**src/rtl/c2p_pkg.sv**
```systemverilog
// Shared types and constants for the cartesian-to-polar CORDIC core.
// Datapath widths, the arctangent table and the stage payload struct.
// No dependencies.
`default_nettype none

package c2p_pkg;

    localparam int COORD_WIDTH = 16;
    localparam int ITERATIONS  = 16;
    localparam int GUARD_BITS  = 16;

    localparam int OUT_WIDTH   = 16;

    // sign, room for negating the most negative input, CORDIC gain growth
    localparam int DW = COORD_WIDTH + GUARD_BITS + 3;
    localparam int ZW = 32;

    // magnitude is split into a 32-bit low word and a short high word
    localparam int RW = (DW - 1 > 33) ? DW - 1 : 33;
    localparam int HW = RW - 32;
    localparam int TW = HW + 33;

    localparam logic [31:0] GAIN_Q32  = 32'h9B74EDA8;
    localparam logic [ZW-1:0] HALF_TURN = 32'h80000000;

    // atan(2^-i), 2^32 per full turn
    localparam logic [ZW-1:0] ATAN_TABLE [32] = '{
        32'h20000000, 32'h12E4051E, 32'h09FB385B, 32'h051111D4,
        32'h028B0D43, 32'h0145D7E1, 32'h00A2F61E, 32'h00517C55,
        32'h0028BE53, 32'h00145F2F, 32'h000A2F98, 32'h000517CC,
        32'h00028BE6, 32'h000145F3, 32'h0000A2FA, 32'h0000517D,
        32'h000028BE, 32'h0000145F, 32'h00000A30, 32'h00000518,
        32'h0000028C, 32'h00000146, 32'h000000A3, 32'h00000051,
        32'h00000029, 32'h00000014, 32'h0000000A, 32'h00000005,
        32'h00000003, 32'h00000001, 32'h00000001, 32'h00000000
    };

    typedef struct packed {
        logic signed [DW-1:0] x;
        logic signed [DW-1:0] y;
        logic [ZW-1:0]        z;
        logic                 zero;
    } t_vec;

endpackage

`default_nettype wire

```
**src/rtl/c2p_gain.sv**
```systemverilog
// Gain removal and output rounding: multiply stage, then sum/round/saturate.
// Uses c2p_pkg.
`default_nettype none

module c2p_gain
    import c2p_pkg::*;
(
    input  wire logic                 i_clk,
    input  wire logic                 i_rst_n,
    input  wire logic                 i_en,
    input  wire logic                 i_valid,
    input  wire t_vec                 i_vec,
    output      logic                 o_valid,
    output      logic [OUT_WIDTH-1:0] o_radius,
    output      logic [OUT_WIDTH-1:0] o_angle
);

    localparam int SW = TW - GUARD_BITS;

    // stage 1: partial products
    logic              r_valid1;
    logic [63:0]       r_plo;
    logic [HW+31:0]    r_phi;
    logic [ZW-1:0]     r_z;
    logic              r_zero;
    logic [RW-1:0]     w_mag;
    logic [31:0]       w_lo;
    logic [HW-1:0]     w_hi;

    // stage 2: output register
    logic                 r_valid2;
    logic [OUT_WIDTH-1:0] r_radius;
    logic [OUT_WIDTH-1:0] r_angle;
    logic [OUT_WIDTH-1:0] n_radius;
    logic [OUT_WIDTH-1:0] n_angle;
    logic [TW-1:0]        w_sum;
    logic [SW-1:0]        w_rad;

    always_comb begin
        // non-positive x means zero magnitude
        w_mag = i_vec.x[DW-1] ? '0 : RW'(i_vec.x[DW-2:0]);
        w_lo  = w_mag[31:0];
        w_hi  = w_mag[RW-1:32];
    end

    always_ff @(posedge i_clk) begin
        if (!i_rst_n) begin
            r_valid1 <= 1'b0;
            r_valid2 <= 1'b0;
        end else if (i_en) begin
            r_valid1 <= i_valid;
            r_valid2 <= r_valid1;
        end
    end

    always_ff @(posedge i_clk) begin
        if (i_en) begin
            r_plo  <= 64'(w_lo) * 64'(GAIN_Q32);
            r_phi  <= (HW+32)'(w_hi) * (HW+32)'(GAIN_Q32);
            r_z    <= i_vec.z;
            r_zero <= i_vec.zero;
        end
    end

    always_comb begin
        w_sum = TW'(r_plo[63:32]) + TW'(r_phi) + (TW'(1) << (GUARD_BITS - 1));
        w_rad = w_sum[TW-1:GUARD_BITS];
        if (r_zero) begin
            n_radius = '0;
            n_angle  = '0;
        end else begin
            if (w_rad > SW'({OUT_WIDTH{1'b1}})) begin
                n_radius = '1;
            end else begin
                n_radius = w_rad[OUT_WIDTH-1:0];
            end
            // round half up, carry out of the top wraps
            n_angle = r_z[ZW-1:ZW-OUT_WIDTH] + OUT_WIDTH'(r_z[ZW-OUT_WIDTH-1]);
        end
    end

    always_ff @(posedge i_clk) begin
        if (i_en) begin
            r_radius <= n_radius;
            r_angle  <= n_angle;
        end
    end

    assign o_valid  = r_valid2;
    assign o_radius = r_radius;
    assign o_angle  = r_angle;

endmodule

`default_nettype wire

```
**config.mk**
```make
export PLATFORM = sky130hd
export DESIGN_NAME = c2p_gain
export DESIGN_NICKNAME = d
export VERILOG_FILES = /design/src/rtl/c2p_pkg.sv /design/src/rtl/c2p_gain.sv
export SDC_FILE = /design/constraint.sdc
export NUM_CORES = 1
export LEC_CHECK = 0
export ABC_AREA = 1
export BUFFER_PORTS_ARGS = -buffer_cell sky130_fd_sc_hd__buf_2
export CAP_MARGIN = 5
export CORE_MARGIN = 2
export CORE_UTILIZATION = 59
export CTS_BUF_LIST = sky130_fd_sc_hd__clkbuf_4 sky130_fd_sc_hd__clkbuf_8 sky130_fd_sc_hd__clkbuf_16
export DETAILED_ROUTE_END_ITERATION = 8
export PLACE_DENSITY = 0.86
export RECOVER_POWER = 100
export SKIP_CTS_REPAIR_TIMING = 1
export SLEW_MARGIN = 20
export SYNTH_ARGS = -nofsm -noshare
export SYNTH_HDL_FRONTEND = slang
export SYNTH_SLANG_ARGS = --single-unit
```
**constraint.sdc**
```tcl
create_clock -name i_clk -period 8.4 [get_ports i_clk]
set_input_delay 1.68 -clock i_clk [delete_from_list [all_inputs] [get_ports i_clk]]
set_output_delay 1.68 -clock i_clk [all_outputs]
set_load 0.01 [all_outputs]
```
### Word level (Yosys, flattened, before mapping)

Cells that the tools add are included.

| word-level totals | value |
|---|---|
| output and inout port bits | 33 |
| logic and storage cells | 16 |
| bits of input ports | 107 |
| register bits after elaboration | 159 |

| cells by class | value |
|---|---|
| order comparisons | 1 |
| multiplexer cells | 2 |
| add/subtract/negate cells | 3 |
| multiply operators | 2 |

Operators by type and width:

| cell | count |
|---|---|
| multiplier 32 x 29 -> 61 bit, second input constant | 1 |
| adder 32 x 34 -> 35 bit | 1 |
| adder 35 x 16 -> 35 bit, second input constant | 1 |
| 2-to-1 mux 34 bit | 1 |
| multiplier 2 x 29 -> 31 bit, second input constant | 1 |
| greater-than comparator 19 x 16 -> 1 bit, second input constant | 1 |
| adder 16 x 1 -> 16 bit | 1 |
| 2-to-1 mux 16 bit | 1 |

### Longest topological paths before layout

Gate-level depths: netlist of the first run.

| logic depth | value |
|---|---|
| depth after elaboration | 4 |
| gate-level depth with buffers | 32 |
| depth with buffers taken out | 32 |

### Least setup slack after synthesis of the first run

Ideal clock, no wire load.

| timing path | value |
|---|---|
| kind | input to register |
| start | in i_vec[74] (netlist bit) |
| end | reg r_plo[52] (data pin) |
| stages on the path | 29 |
| library setup time | 0.253 ns |
| path buffers | 0 |
| arrival | 7.916 ns |
| data required time | 8.147 ns |
| path slack | 0.232 ns |
| cell sequence | inv_1 > nor2_1 > inv_1 > nor2_1 > nor2_1 > ha_1 > inv_1 > fa_1 > inv_1 > fa_1 > inv_1 > fa_1 > inv_1 > fa_1 > fa_1 > fa_1 > inv_1 > fa_1 > inv_1 > ha_1 > nand2_1 > nor2_1 > inv_1 > nor2_1 > inv_1 > nor3_1 > o21ai_0 > nand4_1 > nand2_1 |

| between the ends | value |
|---|---|
| word-level cells in the longest chain between the ends | 2 |

Ends and longest elaborated chain:

| item | line | RTL |
|---|---|---|
| from (decl) | c2p_gain.sv:12 | `input wire t_vec i_vec,` |
| 2-to-1 mux 34 bit | c2p_gain.sv:41 | `w_mag = i_vec.x[DW-1] ? '0 : RW'(i_vec.x[DW-2:0]);` |
| multiplier 32 x 29 -> 61 bit | c2p_gain.sv:58 | `r_plo <= 64'(w_lo) * 64'(GAIN_Q32);` |
| to (signal assigned) | c2p_gain.sv:58 |  |
| to (decl) | c2p_gain.sv:22 | `logic [63:0] r_plo;` |

No other way between the ends.
A chain may end at the register's enable or synchronous reset.

### Worst setup path in the final report of the first run

| timing path | value |
|---|---|
| start | in i_vec[102] (netlist bit) |
| end | reg r_plo[49] (data pin) |

Same word-level chain as after synthesis.

==> flow_summary_export.csv, run 1 <==
group,metric,value,unit
detailed_routing,detail_route.wl_per_cell,17.4,um
floorplan,start_util,59.4,%
critical_path,path_max_fanout,17,
detailed_routing,drt.antenna.violating_nets,0,
sta,setup_viol,0,
min_path,holdCritPathClass,"reg2reg",
critical_path,critPathArrivalTime,8280,ps
detailed_routing,top_layer,"met4",
detailed_routing,wl_met2,32.6,mm
final_layout,fillers,3346,
clock_tree,ctsLongestPathBuffers,2,
synth,ys_seq_area_share,10.3,%
synth,syn_nets,4014,
final_layout,num_antenna_cells,0,
clock_tree,cts_made_buffers,9,
critical_path,critPathRequiredTime,8460,ps
synth,async_flop_share,0,%
synth,synth_area_leaders,"fa_1, ha_1, inv_1",
placement,routabilityCongestion,1.00,
detailed_routing,wl,68.3,mm
outcome,status,"finished, final reports clean",
sta,rsz0062_at_grt,"true",
critical_path,startpoint_type,"input port",
clock_tree,clock-sinks,88,
floorplan,design.core.area,42900,um2
global_route,grt_pass1_vias,22200,
synth,synth_top_area_cell,"fa_1",
global_route,grt_max_degree,90,
sta,skew,13.4,ps
clock_tree,htreeDepth,3,
global_route,grtUsageTotal,32.4,%
sta,maxSlewHeadroom,48.1,%
detailed_routing,vias,20600,
final_layout,final_layout_size_suffix_gt1_share,11.0,%
placement,placed_cell_area,28100,um2
clock_tree,root_buffer,"clkbuf_16",
placement,placed_cells,3904,
clock_tree,tritoncts,"done",
floorplan,die_x,212,um
floorplan,die_area,44900,um2
sta,max_freq,0.122,GHz
synth,synth_edf_count,86,
global_route,grt_antenna_before_repair,0,
detailed_routing,drc,0,
final_layout,nNetsFinal,4297,
sta,hold_violations,0,
synth,yosys_warnings,0,
sta,slew_viol_final,0,
sta,layout_worst_path_cycle_share,97.8,%
detailed_routing,drt_iter0_markers,1485,
placement,portBuffers,89,
clock_tree,insertion_delay,350,ps
floorplan,pin_count,140,
synth,synth_cell_types,39,
floorplan,fp.dieH,212,um
final_layout,final_cells,3921,
detailed_routing,dr.pass1.iters,8,
synth,syn_area,25500,um2
synth,synth_common_cells,"inv_1, nand2_1, fa_1",
synth,synth_area_per_cell,8.36,um2
synth,ys_ff_latch,88,
global_route,grt.overflow.total,0,
detailed_routing,wl_met3,5.48,mm
detailed_routing,viasPerCell,5.26,
synth,ys.flop_type,"edfxtp_1",
synth,synthesis.instances,3048,
min_path,hold_path_depth,2,
min_path,min_from,"r_valid1",
critical_path,critPathCaptureType,"flip-flop",
synth,yosysMostFrequentCell,"inv_1",
critical_path,cp-startpoint,"i_vec[102]",
global_route,grt_pass1_wl,111,mm
clock_tree,cts.clk_slew.worst_paths,70,ps
sta,period_needed,8220,ps
critical_path,worstRegToRegCells,16,
sta,worstMarginPinSlew,779,ps
critical_path,path_class,"in2reg",
final_layout,area_delta_synth_final,11.9,%
placement,hpwl,61.6,mm
job,cap_violations,0,
floorplan,placementRows,76,
critical_path,r2r-start,"r_phi[28]",
synth,netlist.area_leader.share,35.3,%
detailed_routing,drt-met1-wl,26.9,mm
final_layout,fin_area,28500,um2
path summary, 6_finish.rpt:
path	end	slack, ps
setup / recovery	r_plo[49]	180
hold / removal	o_valid	490
setup reg to reg	o_radius[4]	5530
hold reg to reg	o_valid	490
registers in the layout (all words and copies together), names as in the netlist:
register and count:
r_zero 1, r_z 17, o_radius 16, r_plo 29, o_valid 1, o_angle 16
r_valid1 1, r_phi 7
per-layer routing:
metal	track usage [%]	vias up
met2	55.1	846
li1	-	9694
met3	6.45	228
met5	0	-
met1	40.5	9839
met4	13.8	0
cell usage in the layout (no fill, tap or decap), types with 3 or more instances in the layout:
| master | count |
|---|---|
| nor2_2 | 25 |
| ha_1 | 408 |
| clkinvlp_4 | 4 |
| and3_1 | 3 |
| nand2_2 | 12 |
| a21o_1 | 6 |
| clkbuf_16 | 9 |
| edfxtp_1 | 86 |
| buf_4 | 190 |
| nand2_1 | 515 |
| o21ai_1 | 11 |
| o21ai_0 | 54 |
| inv_1 | 941 |
| o21a_1 | 5 |
| nand3_1 | 81 |
| a21oi_2 | 13 |
| xnor2_1 | 3 |
| buf_2 | 88 |
| nand4_1 | 23 |
| o21bai_1 | 14 |
| xor2_1 | 16 |
| a21boi_1 | 3 |
| nor3_1 | 17 |
| nor4_1 | 4 |
| nand3b_1 | 9 |
| and2_1 | 4 |
| or2_2 | 3 |
| a21oi_1 | 99 |
| nor2_1 | 213 |
| fa_1 | 449 |
cells by family after synthesis:
kind of cell             share of synthesized area (%)
buffers and inverters                             14.1
AND/OR/NAND/NOR                                   14.9
adder cells (fa/ha/maj)                           55.4
XOR/XNOR                                         0.722
AO/OA/AOI/OAI                                     4.53
flip-flops                                        10.3
critical path: stages:
cell,delay (ps)
buf_2,150
inv_6,130
buf_12,170
nand2_1,190
inv_1,180
buf_4,190
ha_1,210
inv_1,110
fa_1,560
inv_1,60
fa_1,540
inv_1,50
fa_1,480
fa_1,550
inv_1,70
fa_1,410
fa_1,480
ha_1,290
ha_1,400
nand2_1,120
inv_1,70
nand3_1,150
nor2_1,240
nand3_1,160
nor3_1,150
o21ai_0,210
nand4_1,150
nand2_1,120
area by class of cell:
type                    count  area, um2  area share, %
repair buffers            280       1900           6.66
well taps                 585        732           2.57
inverters                 946       3570           12.5
clock inverters             6       98.8          0.347
clock buffers              10        239          0.838
flip-flops and latches     88       2620           9.20
multi-input cells        2006      19300           67.9
stage by stage:
step | setup slack [ps] | util, % | hold slack, ps | TNS (ps)
floorplan | 232 | - | 448 | 0
global placement | -132 | 65.4 | 469 | -1410
detailed placement | -235 | 65.4 | 496 | -3430
CTS | 116 | 66.2 | 498 | 0
global route | -8.30 | 66.5 | 542 | -21.8
finish | 185 | 66.5 | 493 | 0
Power of run 1 is left out: the tool's default activity adds up to more than one toggle a clock period on the data nets, which glitch-free logic cannot reach.
==> run 2, diff against run 1 <==
Settings changed: BUFFER_PORTS_ARGS -buffer_cell sky130_fd_sc_hd__buf_2 to not set, CORE_UTILIZATION 59 to 61, DONT_BUFFER_PORTS set to 1, SETUP_SLACK_MARGIN set to 0.5.
==> run 2 against run 1 <==
Setup slack improved by 170 ps; wire length increased by 0.89%; maximum frequency increased by 2.2%; die area is 3.2% lower; critical path depth shrank 1; highest routed layer is now met5; largest cell class unchanged.
==> flow_summary_export.csv, run 2 (same netlist as run 1, synthesis figures left out) <==
group,metric,value,unit
critical_path,r2r_setup_slack,5000,ps
clock_tree,clock-sinks,88,
sta,layout_worst_path_cycle_share,95.7,%
sta,skew,11.0,ps
critical_path,critPathArrivalTime,8130,ps
global_route,grt_pass1_vias,21400,
global_route,grt.overflow.total,0,
outcome,status,"finished, final reports clean",
detailed_routing,drc,0,
sta,slew_viol_final,0,
critical_path,path_max_fanout,15,
clock_tree,insertion_delay,350,ps
floorplan,pin_count,140,
min_path,min_from,"r_valid1",
critical_path,worstRegToRegCells,16,
critical_path,reg2reg_to,"o_radius[15]",
floorplan,die_area,43400,um2
min_path,holdCritPathClass,"reg2reg",
min_path,min_to,"o_valid",
final_layout,largest_register,"r_plo",
final_layout,post-route-util,68.6,%
clock_tree,tritoncts,"done",
clock_tree,cts.clk_slew.worst_paths,70,ps
placement,placed_cell_area,27300,um2
sta,setup_viol,0,
critical_path,critPathRequiredTime,8490,ps
global_route,grt_max_degree,90,
placement,hpwl,61.3,mm
detailed_routing,drt.antenna.violating_nets,0,
sta,setup_slack,359,ps
global_route,grt_antenna_before_repair,1,
placement,routabilityCongestion,1.04,
clock_tree,ctsLongestPathBuffers,2,
critical_path,slowest_stage,"fa_1",
detailed_routing,wl,68.9,mm
detailed_routing,dr.pass1.iters,6,
final_layout,area_delta_synth_final,10.4,%
critical_path,r2r-start,"r_phi[28]",
floorplan,die_x,208,um
sta,rsz0062_at_grt,"true",
sta,hold_violations,0,
final_layout,final_cell_mix,"inv_1, nand2_1, fa_1",
placement,dp_slack,-164,ps
clock_tree,cts_made_buffers,9,
critical_path,path_class,"in2reg",
floorplan,design.core.area,41000,um2
detailed_routing,detail_route.wl_per_cell,18.4,um
final_layout,seqCellArea,2620,um2
detailed_routing,drt_iter0_markers,1615,
final_layout,largest_reg_flops,29,
sta,max_freq,0.124,GHz
placement,portBuffers,0,
detailed_routing,vias,20100,
sta,period_needed,8040,ps
critical_path,cpMostUsedCell,"fa_1",
clock_tree,htreeDepth,3,
sta,maxSlewHeadroom,48.9,%
critical_path,critPathMaxStageDelay,590,ps
min_path,hold_path_depth,2,
final_layout,final_common_cell,"inv_1",
global_route,grtUsageTotal,32.9,%
critical_path,critPathCaptureType,"flip-flop",
final_layout,final_layout_size_suffix_gt1_share,10.3,%
clock_tree,root_buffer,"clkbuf_16",
final_layout,multi_input_area,19700,um2
final_layout,fillers,3162,
floorplan,start_util,62.1,%
sta,worstMarginPinSlew,767,ps
global_route,grt_pass1_wl,110,mm
final_layout,num_antenna_cells,0,
critical_path,startpoint_type,"input port",
detailed_routing,viasPerCell,5.37,
final_layout,largestRegisters,"r_plo: 29 flops, r_z: 17 flops",
floorplan,placementRows,74,
floorplan,fp.dieH,208,um
final_layout,fin_area,28100,um2
job,cap_violations,0,
final_layout,nNetsFinal,4175,
==> run 2: stage by stage <==
| stage | std cells | TNS, ps | hold slack, ps |
|---|---|---|---|
| after floorplan | 3048 | 0 | 448 |
| final | 3746 | 0 | 507 |
| after detailed placement | 3723 | -2040 | 498 |
| after global routing | 3746 | 0 | 570 |
| after CTS | 3739 | 0 | 516 |
| after global placement | 3723 | -156 | 463 |
==> run 2: area by class of cell <==
type / instances / area share (%)
inverter: 946 / 12.7
clock inverter: 7 / 0.267
clock buffer: 9 / 0.801
multi-input combinational: 2006 / 70.2
tap: 532 / 2.37
sequential: 88 / 9.33
timing repair buffer: 158 / 4.30
==> run 2: how the worst max path moves through the flow <==
stage                          start         to  depth (start not counted)  slack (ps)
after CTS                 i_vec[102]  r_plo[52]                         26         180
after global routing      i_vec[102]  r_plo[44]                         27         200
after global placement    i_vec[102]  r_plo[57]                         29         -40
final                     i_vec[102]  r_plo[44]                         27         360
after floorplan           i_vec[102]  r_plo[52]                         26         520
after detailed placement  i_vec[102]  r_plo[52]                         26        -160
==> run 2: routing by layer <==
layer  routed length [um]  track usage [%]  share of wire (%)
met1                27200             41.9                 39
met2                32900             55.5                 48
met3                 5870             6.78                8.5
met4                 2940             12.5                4.3
met5                   12                0              0.017
==> run 2: worst max-delay path: cells and delay by family <==
kind	cells	cell delay, ps
xor gates and xnor gates	1	180
AOI/OAI and AO/OA	2	510
adders and majority gates	9	4240
and+or+nand+nor	6	690
buffers and inverters	9	820
Power of run 2 is left out for the same reason.
