`src/rtl/c2p_pkg.sv`:
```
// Shared types and constants for the cartesian-to-polar CORDIC core.
// Datapath widths, the arctangent table and the stage payload struct.
// No dependencies.
`default_nettype none

package c2p_pkg;

    localparam int COORD_WIDTH = 16;
    localparam int ITERATIONS  = 16;
    localparam int GUARD_BITS  = 16;

    localparam int OUT_WIDTH   = 16;

    // sign, room for negating the most negative input, CORDIC gain growth
    localparam int DW = COORD_WIDTH + GUARD_BITS + 3;
    localparam int ZW = 32;

    // magnitude is split into a 32-bit low word and a short high word
    localparam int RW = (DW - 1 > 33) ? DW - 1 : 33;
    localparam int HW = RW - 32;
    localparam int TW = HW + 33;

    localparam logic [31:0] GAIN_Q32  = 32'h9B74EDA8;
    localparam logic [ZW-1:0] HALF_TURN = 32'h80000000;

    // atan(2^-i), 2^32 per full turn
    localparam logic [ZW-1:0] ATAN_TABLE [32] = '{
        32'h20000000, 32'h12E4051E, 32'h09FB385B, 32'h051111D4,
        32'h028B0D43, 32'h0145D7E1, 32'h00A2F61E, 32'h00517C55,
        32'h0028BE53, 32'h00145F2F, 32'h000A2F98, 32'h000517CC,
        32'h00028BE6, 32'h000145F3, 32'h0000A2FA, 32'h0000517D,
        32'h000028BE, 32'h0000145F, 32'h00000A30, 32'h00000518,
        32'h0000028C, 32'h00000146, 32'h000000A3, 32'h00000051,
        32'h00000029, 32'h00000014, 32'h0000000A, 32'h00000005,
        32'h00000003, 32'h00000001, 32'h00000001, 32'h00000000
    };

    typedef struct packed {
        logic signed [DW-1:0] x;
        logic signed [DW-1:0] y;
        logic [ZW-1:0]        z;
        logic                 zero;
    } t_vec;

endpackage

`default_nettype wire

```
`src/rtl/c2p_prep.sv`:
```
// Input stage: widens the point, folds the left half plane onto the right.
// Uses c2p_pkg.
`default_nettype none

module c2p_prep
    import c2p_pkg::*;
(
    input  wire logic                          i_clk,
    input  wire logic                          i_rst_n,
    input  wire logic                          i_en,
    input  wire logic                          i_valid,
    input  wire logic signed [COORD_WIDTH-1:0] i_x_coord,
    input  wire logic signed [COORD_WIDTH-1:0] i_y_coord,
    output      logic                          o_valid,
    output      t_vec                          o_vec
);

    logic              r_valid;
    t_vec              r_vec;
    t_vec              n_vec;
    logic signed [DW-1:0] w_x;
    logic signed [DW-1:0] w_y;

    always_comb begin
        w_x = {{(DW-COORD_WIDTH-GUARD_BITS){i_x_coord[COORD_WIDTH-1]}},
               i_x_coord, {GUARD_BITS{1'b0}}};
        w_y = {{(DW-COORD_WIDTH-GUARD_BITS){i_y_coord[COORD_WIDTH-1]}},
               i_y_coord, {GUARD_BITS{1'b0}}};
        n_vec.zero = (i_x_coord == '0) && (i_y_coord == '0);
        if (w_x[DW-1]) begin
            n_vec.x = -w_x;
            n_vec.y = -w_y;
            n_vec.z = HALF_TURN;
        end else begin
            n_vec.x = w_x;
            n_vec.y = w_y;
            n_vec.z = '0;
        end
    end

    always_ff @(posedge i_clk) begin
        if (!i_rst_n) begin
            r_valid <= 1'b0;
        end else if (i_en) begin
            r_valid <= i_valid;
        end
    end

    always_ff @(posedge i_clk) begin
        if (i_en) begin
            r_vec <= n_vec;
        end
    end

    assign o_valid = r_valid;
    assign o_vec   = r_vec;

endmodule

`default_nettype wire

```
`config.mk`:
```
export PLATFORM = sky130hd
export DESIGN_NAME = c2p_prep
export DESIGN_NICKNAME = d
export VERILOG_FILES = /design/src/rtl/c2p_pkg.sv /design/src/rtl/c2p_prep.sv
export SDC_FILE = /design/constraint.sdc
export NUM_CORES = 1
export LEC_CHECK = 0
export BUFFER_PORTS_ARGS = -buffer_cell sky130_fd_sc_hd__buf_2
export CORE_ASPECT_RATIO = 0.9
export CORE_UTILIZATION = 44
export DETAILED_ROUTE_END_ITERATION = 8
export HOLD_SLACK_MARGIN = 0.02
export PLACE_DENSITY_LB_ADDON = 0.05
export SLEW_MARGIN = 0
export SYNTH_ARGS = -nofsm -noshare
export SYNTH_HDL_FRONTEND = slang
export SYNTH_SLANG_ARGS = --single-unit
```
`constraint.sdc`:
```
create_clock -name i_clk -period 3 [get_ports i_clk]
set_clock_uncertainty 0.15 [all_clocks]
set_input_delay 0.9 -clock i_clk [delete_from_list [all_inputs] [get_ports i_clk]]
set_output_delay 0.9 -clock i_clk [all_outputs]
set_load 0.02 [all_outputs]
```
# Word-level counts from Yosys, hierarchy flattened
# Index checks and enable logic that the tools add are counted.
totals:
  register_bits: 104
  latch_bits: 0
  mem_bits_rw: 0
  mem_bits_ro: 0
  output_inout_bits: 104
  wordCells: 13
  memories: 0
classes:
  add_sub_neg: 2
  n_mul: 0
  div: 0
  order_cmp: 0
  n_eq_ne: 0
  shift: 0
  muxes: 1
  bitwise_logic: 0
  n_reduce_logical: 3
ops:
  columns: ["cell", "count"]
  rows:
  - ["2-to-1 mux 98 bit", 1]
  - ["negation 32 -> 35 bit", 2]
  - ["logical NOT 16 bit", 2]
  - ["logical AND 1 bit", 1]

# Logic depth before layout (Yosys ltp)
# Gate-level depths: netlist of run 1.
depth:
  ltp_word: 2
  mapped_depth: 6
  depth_no_buf: 6

# Worst setup path before layout of run 1
# No wires, ideal clock.
synth_path:
  kind: "in2reg"
  startpoint: "input i_y_coord[10]"
  endpoint: "register r_vec (netlist bit o_vec[66]) (data pin)"
  setup_time_ns: 0.262
  arrival_time_ns: 2.098
  path_slack_ns: 0.490
  stages: 4
  cell_sequence: "or4_4 -> or3_4 -> o31ai_4 -> o21ai_0"
synth_lines:
  columns: ["item", "line_no", "source"]
  rows:
  - ["from (decl)", "c2p_prep.sv:13", "input wire logic signed [COORD_WIDTH-1:0] i_y_coord,"]
  - ["to (signal assigned)", "c2p_prep.sv:51", "r_vec <= n_vec;"]
  - ["to (decl)", "c2p_prep.sv:19", "t_vec r_vec;"]

==> impl_metrics.py, run 1 <==
metrics = {
    "synth": {
        "synth-edff-count": 40,
        "async_flop_share_pct": 0,
        "synth_area_leaders": "edfxtp_1, buf_4, xnor2_1, o21ai_0, o31ai_1",
        "syn-instance-count": 209,
        "synth_top_family_by_area": "buffers and inverters",
        "synth-simple-area-share_pct": 9.86,
        "syn-cell-area_um2": 2380,
        "yosys_warnings": 0,
        "ys_types": 26,
        "synth_most_common_cell": "buf_4",
        "synth_top_cell_by_area": "edfxtp_1",
        "ys_ff_latch": 41,
        "synth_fa_ha_area_share_pct": 1.05,
        "synthMuxAreaShare_pct": 0.420,
        "synth_compound_area_share_pct": 6.30,
        "synth-xor-area-share_pct": 9.92,
        "synth_top_area_share_pct": 50.4,
        "synth_top_flop_cell": "edfxtp_1",
        "syn_avg_cell_area_um2": 11.4,
        "ys_seq_area_share_pct": 51.2,
        "synth_commonest_cells": "buf_4, edfxtp_1, xnor2_1",
    },
    "global_routing": {
        "grt_max_degree": 37,
        "first_global_vias": 1254,
        "gr-total-overflow": 0,
        "grtUsageTotal_pct": 13.7,
        "antenna_found_initial": 0,
        "grt_pass1_wl_mm": 5.84,
    },
    "clock_network": {
        "clock_sinks": 41,
        "clock_path_buffers": 2,
        "holdBufCountCts": 0,
        "clock_latency_ps": 280,
        "cts_buffers": 5,
        "clkSlewWorstSetupHoldPaths_ps": 80,
        "cts_resized": 0,
        "cts_root_buf": "clkbuf_8",
        "cts_tree": "yes",
        "cts_setup_buffers": 0,
        "ctsHtreeMaxLevel": 2,
    },
    "power": {
        "power_frac_clock_pct": 25.0,
        "swShare_pct": 30.2,
        "seqPwrFrac_pct": 51.8,
        "p_leak_nw": 1.17,
        "intPower_w": 0.000952,
        "powerDensity_nw_per_um2": 505,
        "netSwitchingPower_w": 0.000412,
        "peakVddDrop_mv": 0.185,
        "comb_power_share_pct": 23.2,
    },
    "floorplan": {
        "die_x_um": 79.6,
        "core_area_um2": 5220,
        "rows": 25,
        "initial_core_util_pct": 45.7,
        "fp.dieArea_um2": 5720,
        "die_h_um": 71.8,
        "io_pins": 140,
    },
    "place": {
        "hpwl_mm": 2.95,
        "routabilityCongestion": 0.754,
        "portBuffers": 76,
        "dpl_worst_slack_ps": 300,
    },
    "sta": {
        "rsz0062_at_grt": "false",
        "setup_viol": 0,
        "fin_crit_ps": 2380,
        "tns_ps": 0,
        "hold_viol_final": 0,
        "timing.slew.headroom_pct": 59.7,
        "fin_hold_ws_ps": 378,
        "fmax_mhz": 420,
        "period_share_pct": 79.5,
        "fin_ws_ps": 616,
        "tightest_slew_ps": 604,
        "finalMaxSlewViolations": 0,
    },
    "min_path": {
        "hold_depth": 2,
        "min_from": "o_valid",
        "hp-class": "reg -> reg",
        "min_to": "o_valid",
    },
    "detailed_routing": {
        "ant_nets": 0,
        "post_drt_wl_per_cell_um": 10.8,
        "first_pass_iters": 4,
        "drc": 0,
        "wirelength_mm": 3.87,
        "vias": 1521,
        "vias_per_cell": 4.23,
        "drt_iter0_markers": 40,
    },
    "critical_path": {
        "cp_cell_sequence": "buf_2, or4_4, or3_4, o31ai_4, o21ai_0",
        "path_class": "in -> reg",
        "crit_family": "simple AND/OR/NAND/NOR gates",
        "worst-path-buf-inv": 1,
        "start_kind": "input pin",
        "r2r_setup_slack_ps": 2260,
        "end_kind": "flip-flop",
        "arrival_ps": 2260,
        "max_stage_delay_ps": 540,
        "reg2reg_from": "o_valid",
        "path_depth": 5,
        "required_ps": 2880,
        "r2r_cells": 2,
        "r2r-end": "o_valid",
        "crit_path_top_delay_cell": "or4_4",
        "critical_path.max_fanout": 3,
    },
    "final_layout": {
        "diodes": 0,
        "drive_above_1_share_pct": 29.4,
        "utilization_pct": 51.7,
        "layout.nets": 330,
        "syn_to_final_growth_pct": 13.2,
        "fill_cells": 492,
    },
    "job": {
        "max-cap-violations": 0,
    },
    "status": {
        "status": "finished clean",
    },
}
cell usage in the layout, fill, tap and decap left out:
cell	count
nor2_1	4
o31ai_1	8
and3_1	1
clkbuf_1	3
nor4_1	2
xnor2_1	27
or4_4	1
dfxtp_1	1
nand2b_1	5
o41ai_1	1
or3_4	1
nand3b_1	2
nand3_1	3
o21ai_0	12
nor2b_1	2
clkbuf_8	5
mux2i_1	1
nor4b_1	1
or3_1	3
o31ai_4	1
inv_1	4
nor3_1	5
conb_1	66
buf_4	2
edfxtp_1	40
buf_2	76
nand2_1	14
ha_1	2
area by class of cell:
| class | count | area [µm²] | share of cell area (%) |
|---|---|---|---|
| repair buffers | 78 | 395 | 14.6 |
| clock buffers | 8 | 80.1 | 2.97 |
| flip-flops and latches | 41 | 1220 | 45.2 |
| inverters | 4 | 15.0 | 0.556 |
| well taps | 67 | 83.8 | 3.10 |
| multi-input cells | 162 | 905 | 33.5 |
metrics by stage:
stage	total power (W)	area [µm²]	std cells
after floorplan	0.000993	2630	274
after global placement	0.00104	2620	352
after detailed placement	0.00104	2620	352
after CTS	0.00138	2700	360
after global routing	0.00143	2700	360
final	0.00136	2700	360
worst max path at each step:
stage | slack [ps] | to | from
2_1_floorplan | 490 | o_vec[66] | i_y_coord[10]
3_3_place_gp | 320 | o_vec[65] | i_y_coord[10]
3_5_place_dp | 300 | o_vec[67] | i_y_coord[10]
4_1_cts | 610 | o_vec[67] | i_y_coord[10]
5_1_grt | 500 | o_vec[95] | i_x_coord[5]
6_report | 620 | o_vec[66] | i_y_coord[10]
per-layer routing:
layer / wire length, µm / GRT usage [%] / up-vias
li1: - / - / 757
met1: 1800 / 18.8 / 678
met2: 1680 / 20.3 / 80
met3: 342 / 4.33 / 6
met4: 51 / 4.85 / 0
met5: 0 / 0 / -
cell families (layout without fill, tap and decap cells):
logic type / count (synthesis) / after routing
buf+inv: 71 / 90
other cells: 1 / 66
xor+xnor: 27 / 27
simple gates: 44 / 44
mux: 1 / 1
compound gates: 22 / 22
flops: 41 / 41
fa+ha+maj: 2 / 2
power groups by stage:
stage | clock network [W] | logic, W | registers, W
2_1_floorplan | 0 | 0.000197 | 0.000797
3_3_place_gp | 0 | 0.000316 | 0.000720
3_5_place_dp | 0 | 0.000318 | 0.000720
4_1_cts | 0.000354 | 0.000318 | 0.000708
5_1_grt | 0.000372 | 0.000342 | 0.000712
6_report | 0.000341 | 0.000316 | 0.000707
flip-flops by register name, summed over array words and instances (netlist names):
signal and count:
o_valid 1, o_vec 40
worst reg2reg max path, delay by kind of cell (launching register included):
| family | cells | cell delay [ps] |
|---|---|---|
| flops | 1 | 310 |
| mux | 1 | 120 |
| simple gates | 1 | 60 |
(Power assumes the default switching activity.)
==> inputs of run 2 (changes only) <==
--- a/config.mk
+++ b/config.mk
@@ -5,9 +5,10 @@
 export SDC_FILE = /design/constraint.sdc
 export NUM_CORES = 1
 export LEC_CHECK = 0
+export ABC_AREA = 1
 export BUFFER_PORTS_ARGS = -buffer_cell sky130_fd_sc_hd__buf_2
 export CORE_ASPECT_RATIO = 0.9
-export CORE_UTILIZATION = 44
+export CORE_UTILIZATION = 41
 export DETAILED_ROUTE_END_ITERATION = 8
 export HOLD_SLACK_MARGIN = 0.02
 export PLACE_DENSITY_LB_ADDON = 0.05
==> constraint.sdc (replaced) <==
create_clock -name i_clk -period 2.1 [get_ports i_clk]
set_clock_uncertainty 0.15 [all_clocks]
set_input_delay 0.63 -clock i_clk [delete_from_list [all_inputs] [get_ports i_clk]]
set_output_delay 0.63 -clock i_clk [all_outputs]
set_load 0.02 [all_outputs]
==> run 2 against run 1 <==
Design area grew 13%. Largest cell class unchanged. Critical path depth grew 5. Clock-buffer cell count shrank 2. Final cell count grew 28%. Global-route usage grew 0.97 points. Synthesized cell count grew 38%. Register-to-register slack lost 930 ps. Die area grew 18%. Critical endpoint is now o_vec[63]. Non-clock buffer count grew 2. First-iteration DRC count grew 68%. Area after synthesis grew 11%.
==> impl_metrics.py, run 2 <==
metrics = {
    "synth": {
        "ys_ff_latch": 41,
        "syn-cell-area_um2": 2640,
        "synth-edff-count": 40,
        "syn_avg_cell_area_um2": 9.12,
        "synth_top_flop_cell": "edfxtp_1",
        "synth_commonest_cells": "buf_4, nand2_1, edfxtp_1",
        "synth_top_cell_by_area": "edfxtp_1",
        "ys_types": 25,
        "syn-instance-count": 289,
        "synth_top_area_share_pct": 45.6,
        "synth_area_leaders": "edfxtp_1, buf_4, nand2_1, inv_1, xor2_1",
        "async_flop_share_pct": 0,
        "synth_most_common_cell": "buf_4",
        "ys_seq_area_share_pct": 46.3,
        "yosys_warnings": 0,
    },
    "final_layout": {
        "multiInputGateArea_um2": 1040,
        "regArea_um2": 1220,
        "diodes": 0,
        "drive_above_1_share_pct": 29.6,
        "syn_to_final_growth_pct": 15.6,
        "final_common_cell": "buf_2",
        "layout.nets": 412,
        "fin_area_um2": 3050,
        "utilization_pct": 49.6,
        "layout_common_cells": "buf_2, conb_1, nand2_1",
        "largest_reg_flops": 40,
        "final_cells": 462,
        "fill_cells": 635,
    },
    "clock_network": {
        "cts_resized": 0,
        "cts_root_buf": "clkbuf_8",
        "clock_sinks": 41,
        "cts_tree": "yes",
        "clkSlewWorstSetupHoldPaths_ps": 90,
        "clock_path_buffers": 2,
        "holdBufCountCts": 0,
        "cts_buffers": 5,
        "clock_latency_ps": 280,
        "cts_setup_buffers": 0,
        "ctsHtreeMaxLevel": 2,
    },
    "power": {
        "powerDensity_nw_per_um2": 697,
        "peakVddDrop_mv": 0.331,
        "p_leak_nw": 1.53,
    },
    "detailed_routing": {
        "route.met2.wl_mm": 2.06,
        "vias": 1879,
        "post_drt_wl_per_cell_um": 10.6,
        "drc": 0,
        "drt_iter0_markers": 67,
        "drt-met1-wl_mm": 2.37,
        "first_pass_iters": 4,
        "ant_nets": 0,
        "top_layer_used": "met4",
        "vias_per_cell": 4.07,
        "wirelength_mm": 4.90,
        "dr_wl_met3_um": 410,
    },
    "place": {
        "routabilityCongestion": 0.772,
        "hpwl_mm": 3.88,
        "placedCellCount": 454,
        "placed_cell_area_um2": 2940,
        "portBuffers": 76,
    },
    "sta": {
        "fin_crit_ps": 1770,
        "hold_viol_final": 0,
        "fmax_mhz": 566,
        "rsz0062_at_grt": "false",
        "tns_ps": 0,
        "period_share_pct": 84.2,
        "finalMaxSlewViolations": 0,
        "setup_viol": 0,
    },
    "floorplan": {
        "core_area_um2": 6150,
        "die_x_um": 86.5,
        "initial_core_util_pct": 42.9,
        "io_pins": 140,
        "die_h_um": 78.1,
        "fp.dieArea_um2": 6760,
        "rows": 27,
    },
    "critical_path": {
        "required_ps": 2000,
        "arrival_ps": 1670,
        "start_kind": "input pin",
        "endpoint": "o_vec[63]",
        "reg2reg_from": "o_valid",
        "path_class": "in -> reg",
        "critical_path.max_fanout": 3,
        "r2r_setup_slack_ps": 1330,
        "r2r-end": "o_valid",
        "r2r_cells": 2,
        "crit_start": "i_y_coord[1]",
        "end_kind": "flip-flop",
    },
    "min_path": {
        "min_from": "i_y_coord[0]",
        "hp-class": "in -> reg",
    },
    "global_routing": {
        "first_global_vias": 1653,
        "grt_pass1_wl_mm": 7.57,
        "gr-total-overflow": 0,
        "antenna_found_initial": 0,
        "grtUsageTotal_pct": 14.6,
        "grt_max_degree": 27,
    },
    "job": {
        "max-cap-violations": 0,
    },
    "status": {
        "status": "finished clean",
    },
}
run 2: cell count changes in the layout (fill, tap and decap cells not counted), moves of 5 or more:
| cell | previous run | this run |
|---|---|---|
| xor2_1 | 0 | 12 |
| o31ai_1 | 8 | 0 |
| inv_1 | 4 | 28 |
| nand2b_1 | 5 | 0 |
| nand3_1 | 3 | 18 |
| nand2_1 | 14 | 63 |
| nor2_1 | 4 | 17 |
| xnor2_1 | 27 | 2 |
| nand2_2 | 0 | 6 |
run 2: cell families (layout without fill, tap and decap cells):
kind of cell,count (synthesis),count (layout),synth area share [%]
AND/OR/NAND/NOR,119,119,21.2
buffers and inverters,99,120,23.4
flip-flops,41,41,46.3
XOR/XNOR,16,16,5.89
AO/OA/AOI/OAI,11,11,2.09
adder cells (fa/ha/maj),2,2,0.949
other,1,66,0.142
run 2: area by class of cell:
type	count	area share, %
Tap cell	87	3.57
Sequential cell	41	40.1
Timing Repair Buffer	80	14.7
Clock buffer	6	2.38
Clock inverter	2	1.15
Inverter	32	3.94
Multi-Input combinational cell	214	34.2
run 2: stage by stage:
stage / hold slack [ps] / total power (W) / setup slack (ps)
2_1_floorplan: 456 / 0.00144 / 314
3_3_place_gp: 377 / 0.00151 / 98.7
3_5_place_dp: 388 / 0.00151 / 41.8
4_1_cts: 370 / 0.00214 / 347
5_1_grt: 367 / 0.00223 / 213
6_report: 377 / 0.00212 / 332
run 2: report_power, final:
part / switching (W) / internal [W]
sequential: 0.0000177 / 0.000989
combinational: 0.000351 / 0.000136
clock: 0.000276 / 0.000353
run 2: metal layers:
| metal | GRT usage, % | up-vias |
|---|---|---|
| li1 | - | 950 |
| met1 | 20.2 | 829 |
| met2 | 22.2 | 95 |
| met3 | 4.21 | 5 |
| met4 | 4.50 | 0 |
| met5 | 0 | - |
run 2: worst min path at each step:
stage	to	depth (start not counted)
after CTS	o_vec[49]	1
after floorplan	o_valid	2
after detailed placement	o_valid	2
final	o_vec[49]	1
after global placement	o_valid	2
after global routing	o_vec[49]	1
run 2: worst max-delay path, stage by stage:
cell	delay [ps]
buf_2	90
inv_1	90
ha_1	220
nand2_1	70
nor2_1	170
nand3_2	130
nand2_1	120
nand2_1	60
nand2_1	50
nand2_1	40
==> inputs of run 3 (changes only) <==
==> constraint.sdc (replaced) <==
create_clock -name i_clk -period 1.5 [get_ports i_clk]
set_clock_uncertainty 0.15 [all_clocks]
set_input_delay 0.45 -clock i_clk [delete_from_list [all_inputs] [get_ports i_clk]]
set_output_delay 0.45 -clock i_clk [all_outputs]
set_load 0.02 [all_outputs]
==> run 3 against run 2 <==
Setup slack worse by 300 ps. Via count up 4.9%. Clock power up 70%. Flip-flop and latch count unchanged.
==> impl_metrics.py, run 3 (synthesis results as in run 2) <==
metrics = {
    "critical_path": {
        "cp_cell_sequence": "buf_6",
        "r2r_cells": 2,
        "reg2reg_from": "o_valid",
        "max_stage_delay_ps": 420,
        "r2r_setup_slack_ps": 730,
        "path_class": "reg -> out",
        "r2r-end": "o_valid",
        "path_depth": 1,
        "critical_path.max_fanout": 1,
        "end_kind": "primary output",
        "start_kind": "flip-flop",
        "worst-path-buf-inv": 1,
        "required_ps": 900,
        "arrival_ps": 870,
        "crit_path_top_delay_cell": "edfxtp_1",
        "crit_family": "flip-flops",
    },
    "power": {
        "p_leak_nw": 1.68,
        "intPower_w": 0.00229,
        "power.total_w": 0.00323,
        "comb_power_share_pct": 23.2,
        "netSwitchingPower_w": 0.000940,
        "power_frac_clock_pct": 33.2,
        "powerDensity_nw_per_um2": 967,
        "seqPwrFrac_pct": 43.7,
        "peakVddDrop_mv": 0.368,
        "swShare_pct": 29.1,
    },
    "final_layout": {
        "largest_reg_flops": 40,
        "drive_above_1_share_pct": 36.8,
        "syn_to_final_growth_pct": 26.5,
        "layout_common_cells": "buf_2, conb_1, nand2_1",
        "layout.nets": 439,
        "diodes": 0,
        "final_common_cell": "buf_2",
    },
    "clock_network": {
        "holdBufCountCts": 0,
        "clock_latency_ps": 290,
        "cts_root_buf": "clkbuf_8",
        "clock_sinks": 41,
        "ctsHtreeMaxLevel": 2,
        "cts_tree": "yes",
        "clock_path_buffers": 2,
        "clkSlewWorstSetupHoldPaths_ps": 90,
        "cts_buffers": 5,
    },
    "floorplan": {
        "fp.dieArea_um2": 6760,
        "core_area_um2": 6150,
        "die_h_um": 78.1,
        "die_x_um": 86.5,
        "initial_core_util_pct": 42.9,
        "rows": 27,
        "io_pins": 140,
    },
    "min_path": {
        "hp-class": "in -> reg",
        "hold_depth": 1,
        "min_to": "o_vec[49]",
        "min_from": "i_y_coord[0]",
    },
    "detailed_routing": {
        "ant_nets": 0,
        "post_drt_wl_per_cell_um": 9.94,
        "vias_per_cell": 4.03,
        "drc": 0,
        "vias": 1971,
        "first_pass_iters": 4,
        "wirelength_mm": 4.86,
        "drt_iter0_markers": 76,
    },
    "sta": {
        "setup_viol": 0,
        "fin_crit_ps": 1470,
        "finalMaxSlewViolations": 0,
        "period_share_pct": 98.1,
        "rsz0062_at_grt": "true",
        "fin_hold_ws_ps": 231,
        "fmax_mhz": 679,
        "hold_viol_final": 0,
    },
    "global_routing": {
        "first_global_vias": 1660,
        "grt_pass1_wl_mm": 7.71,
        "antenna_found_initial": 0,
        "gr-total-overflow": 0,
        "grt_max_degree": 25,
        "grtUsageTotal_pct": 14.9,
    },
    "status": {
        "status": "finished clean",
    },
    "place": {
        "routabilityCongestion": 0.720,
        "hpwl_mm": 3.79,
        "portBuffers": 76,
    },
    "job": {
        "max-cap-violations": 0,
    },
}
-- run 3: changes by cell type in the layout (fill, tap and decap cells not counted), moves of 2 or more --
cell     previous run  this run
buf_4               1        28
inv_1              28        24
ha_1                2         0
ha_4                0         2
inv_4               0         2
nand2_1            63        61
-- run 3: area by class of cell --
| cell class | count | area (µm²) |
|---|---|---|
| Clock inverter | 3 | 65.1 |
| Inverter | 32 | 130 |
| Clock buffer | 5 | 68.8 |
| Fill cell | 598 | 2810 |
| Multi-Input combinational cell | 214 | 1080 |
| Timing Repair Buffer | 107 | 657 |
| Sequential cell | 41 | 1220 |
| Tap cell | 87 | 109 |
-- run 3: through the flow --
step | util [%] | instance area (µm²) | cells | setup WS, ps | setup TNS [ps]
floorplan | - | 2930 | 354 | 4.03 | 0
global placement | 51.8 | 3180 | 480 | -213 | -3340
detailed placement | 51.8 | 3180 | 480 | -219 | -3420
CTS | 53.9 | 3320 | 488 | 5.22 | 0
global route | 54.2 | 3330 | 489 | -15.0 | -34.9
finish | 54.2 | 3330 | 489 | 28.1 | 0
-- run 3: power by group through the flow --
stage	clock, W	combinational [W]	sequential (W)
floorplan	0	0.000443	0.00158
global placement	0	0.000740	0.00144
detailed placement	0	0.000745	0.00143
CTS	0.00110	0.000747	0.00141
global route	0.00113	0.000816	0.00142
finish	0.00107	0.000748	0.00141
-- run 3: worst max-delay path by stage --
stage / slack [ps] / startpoint / end
floorplan: 4 / i_y_coord[1] / o_vec[65]
global placement: -210 / i_y_coord[1] / o_vec[67]
detailed placement: -220 / i_x_coord[0] / o_vec[96]
CTS: 5 / o_vec[0] / o_vec[0]
global route: -10 / i_y_coord[1] / o_vec[63]
finish: 30 / o_vec[0] / o_vec[0]
-- run 3: layer usage --
metal	wire length, µm	global-route usage (%)
met1	2360	20.7
met2	2060	22.0
met3	360	4.10
met4	76	5.83
met5	0	0
-- run 3: what timing repair did --
action | CTS | global route
setup buffers | 0 | 1
gates resized for setup | 0 | 3
endpoints found under the setup margin | 0 | 4
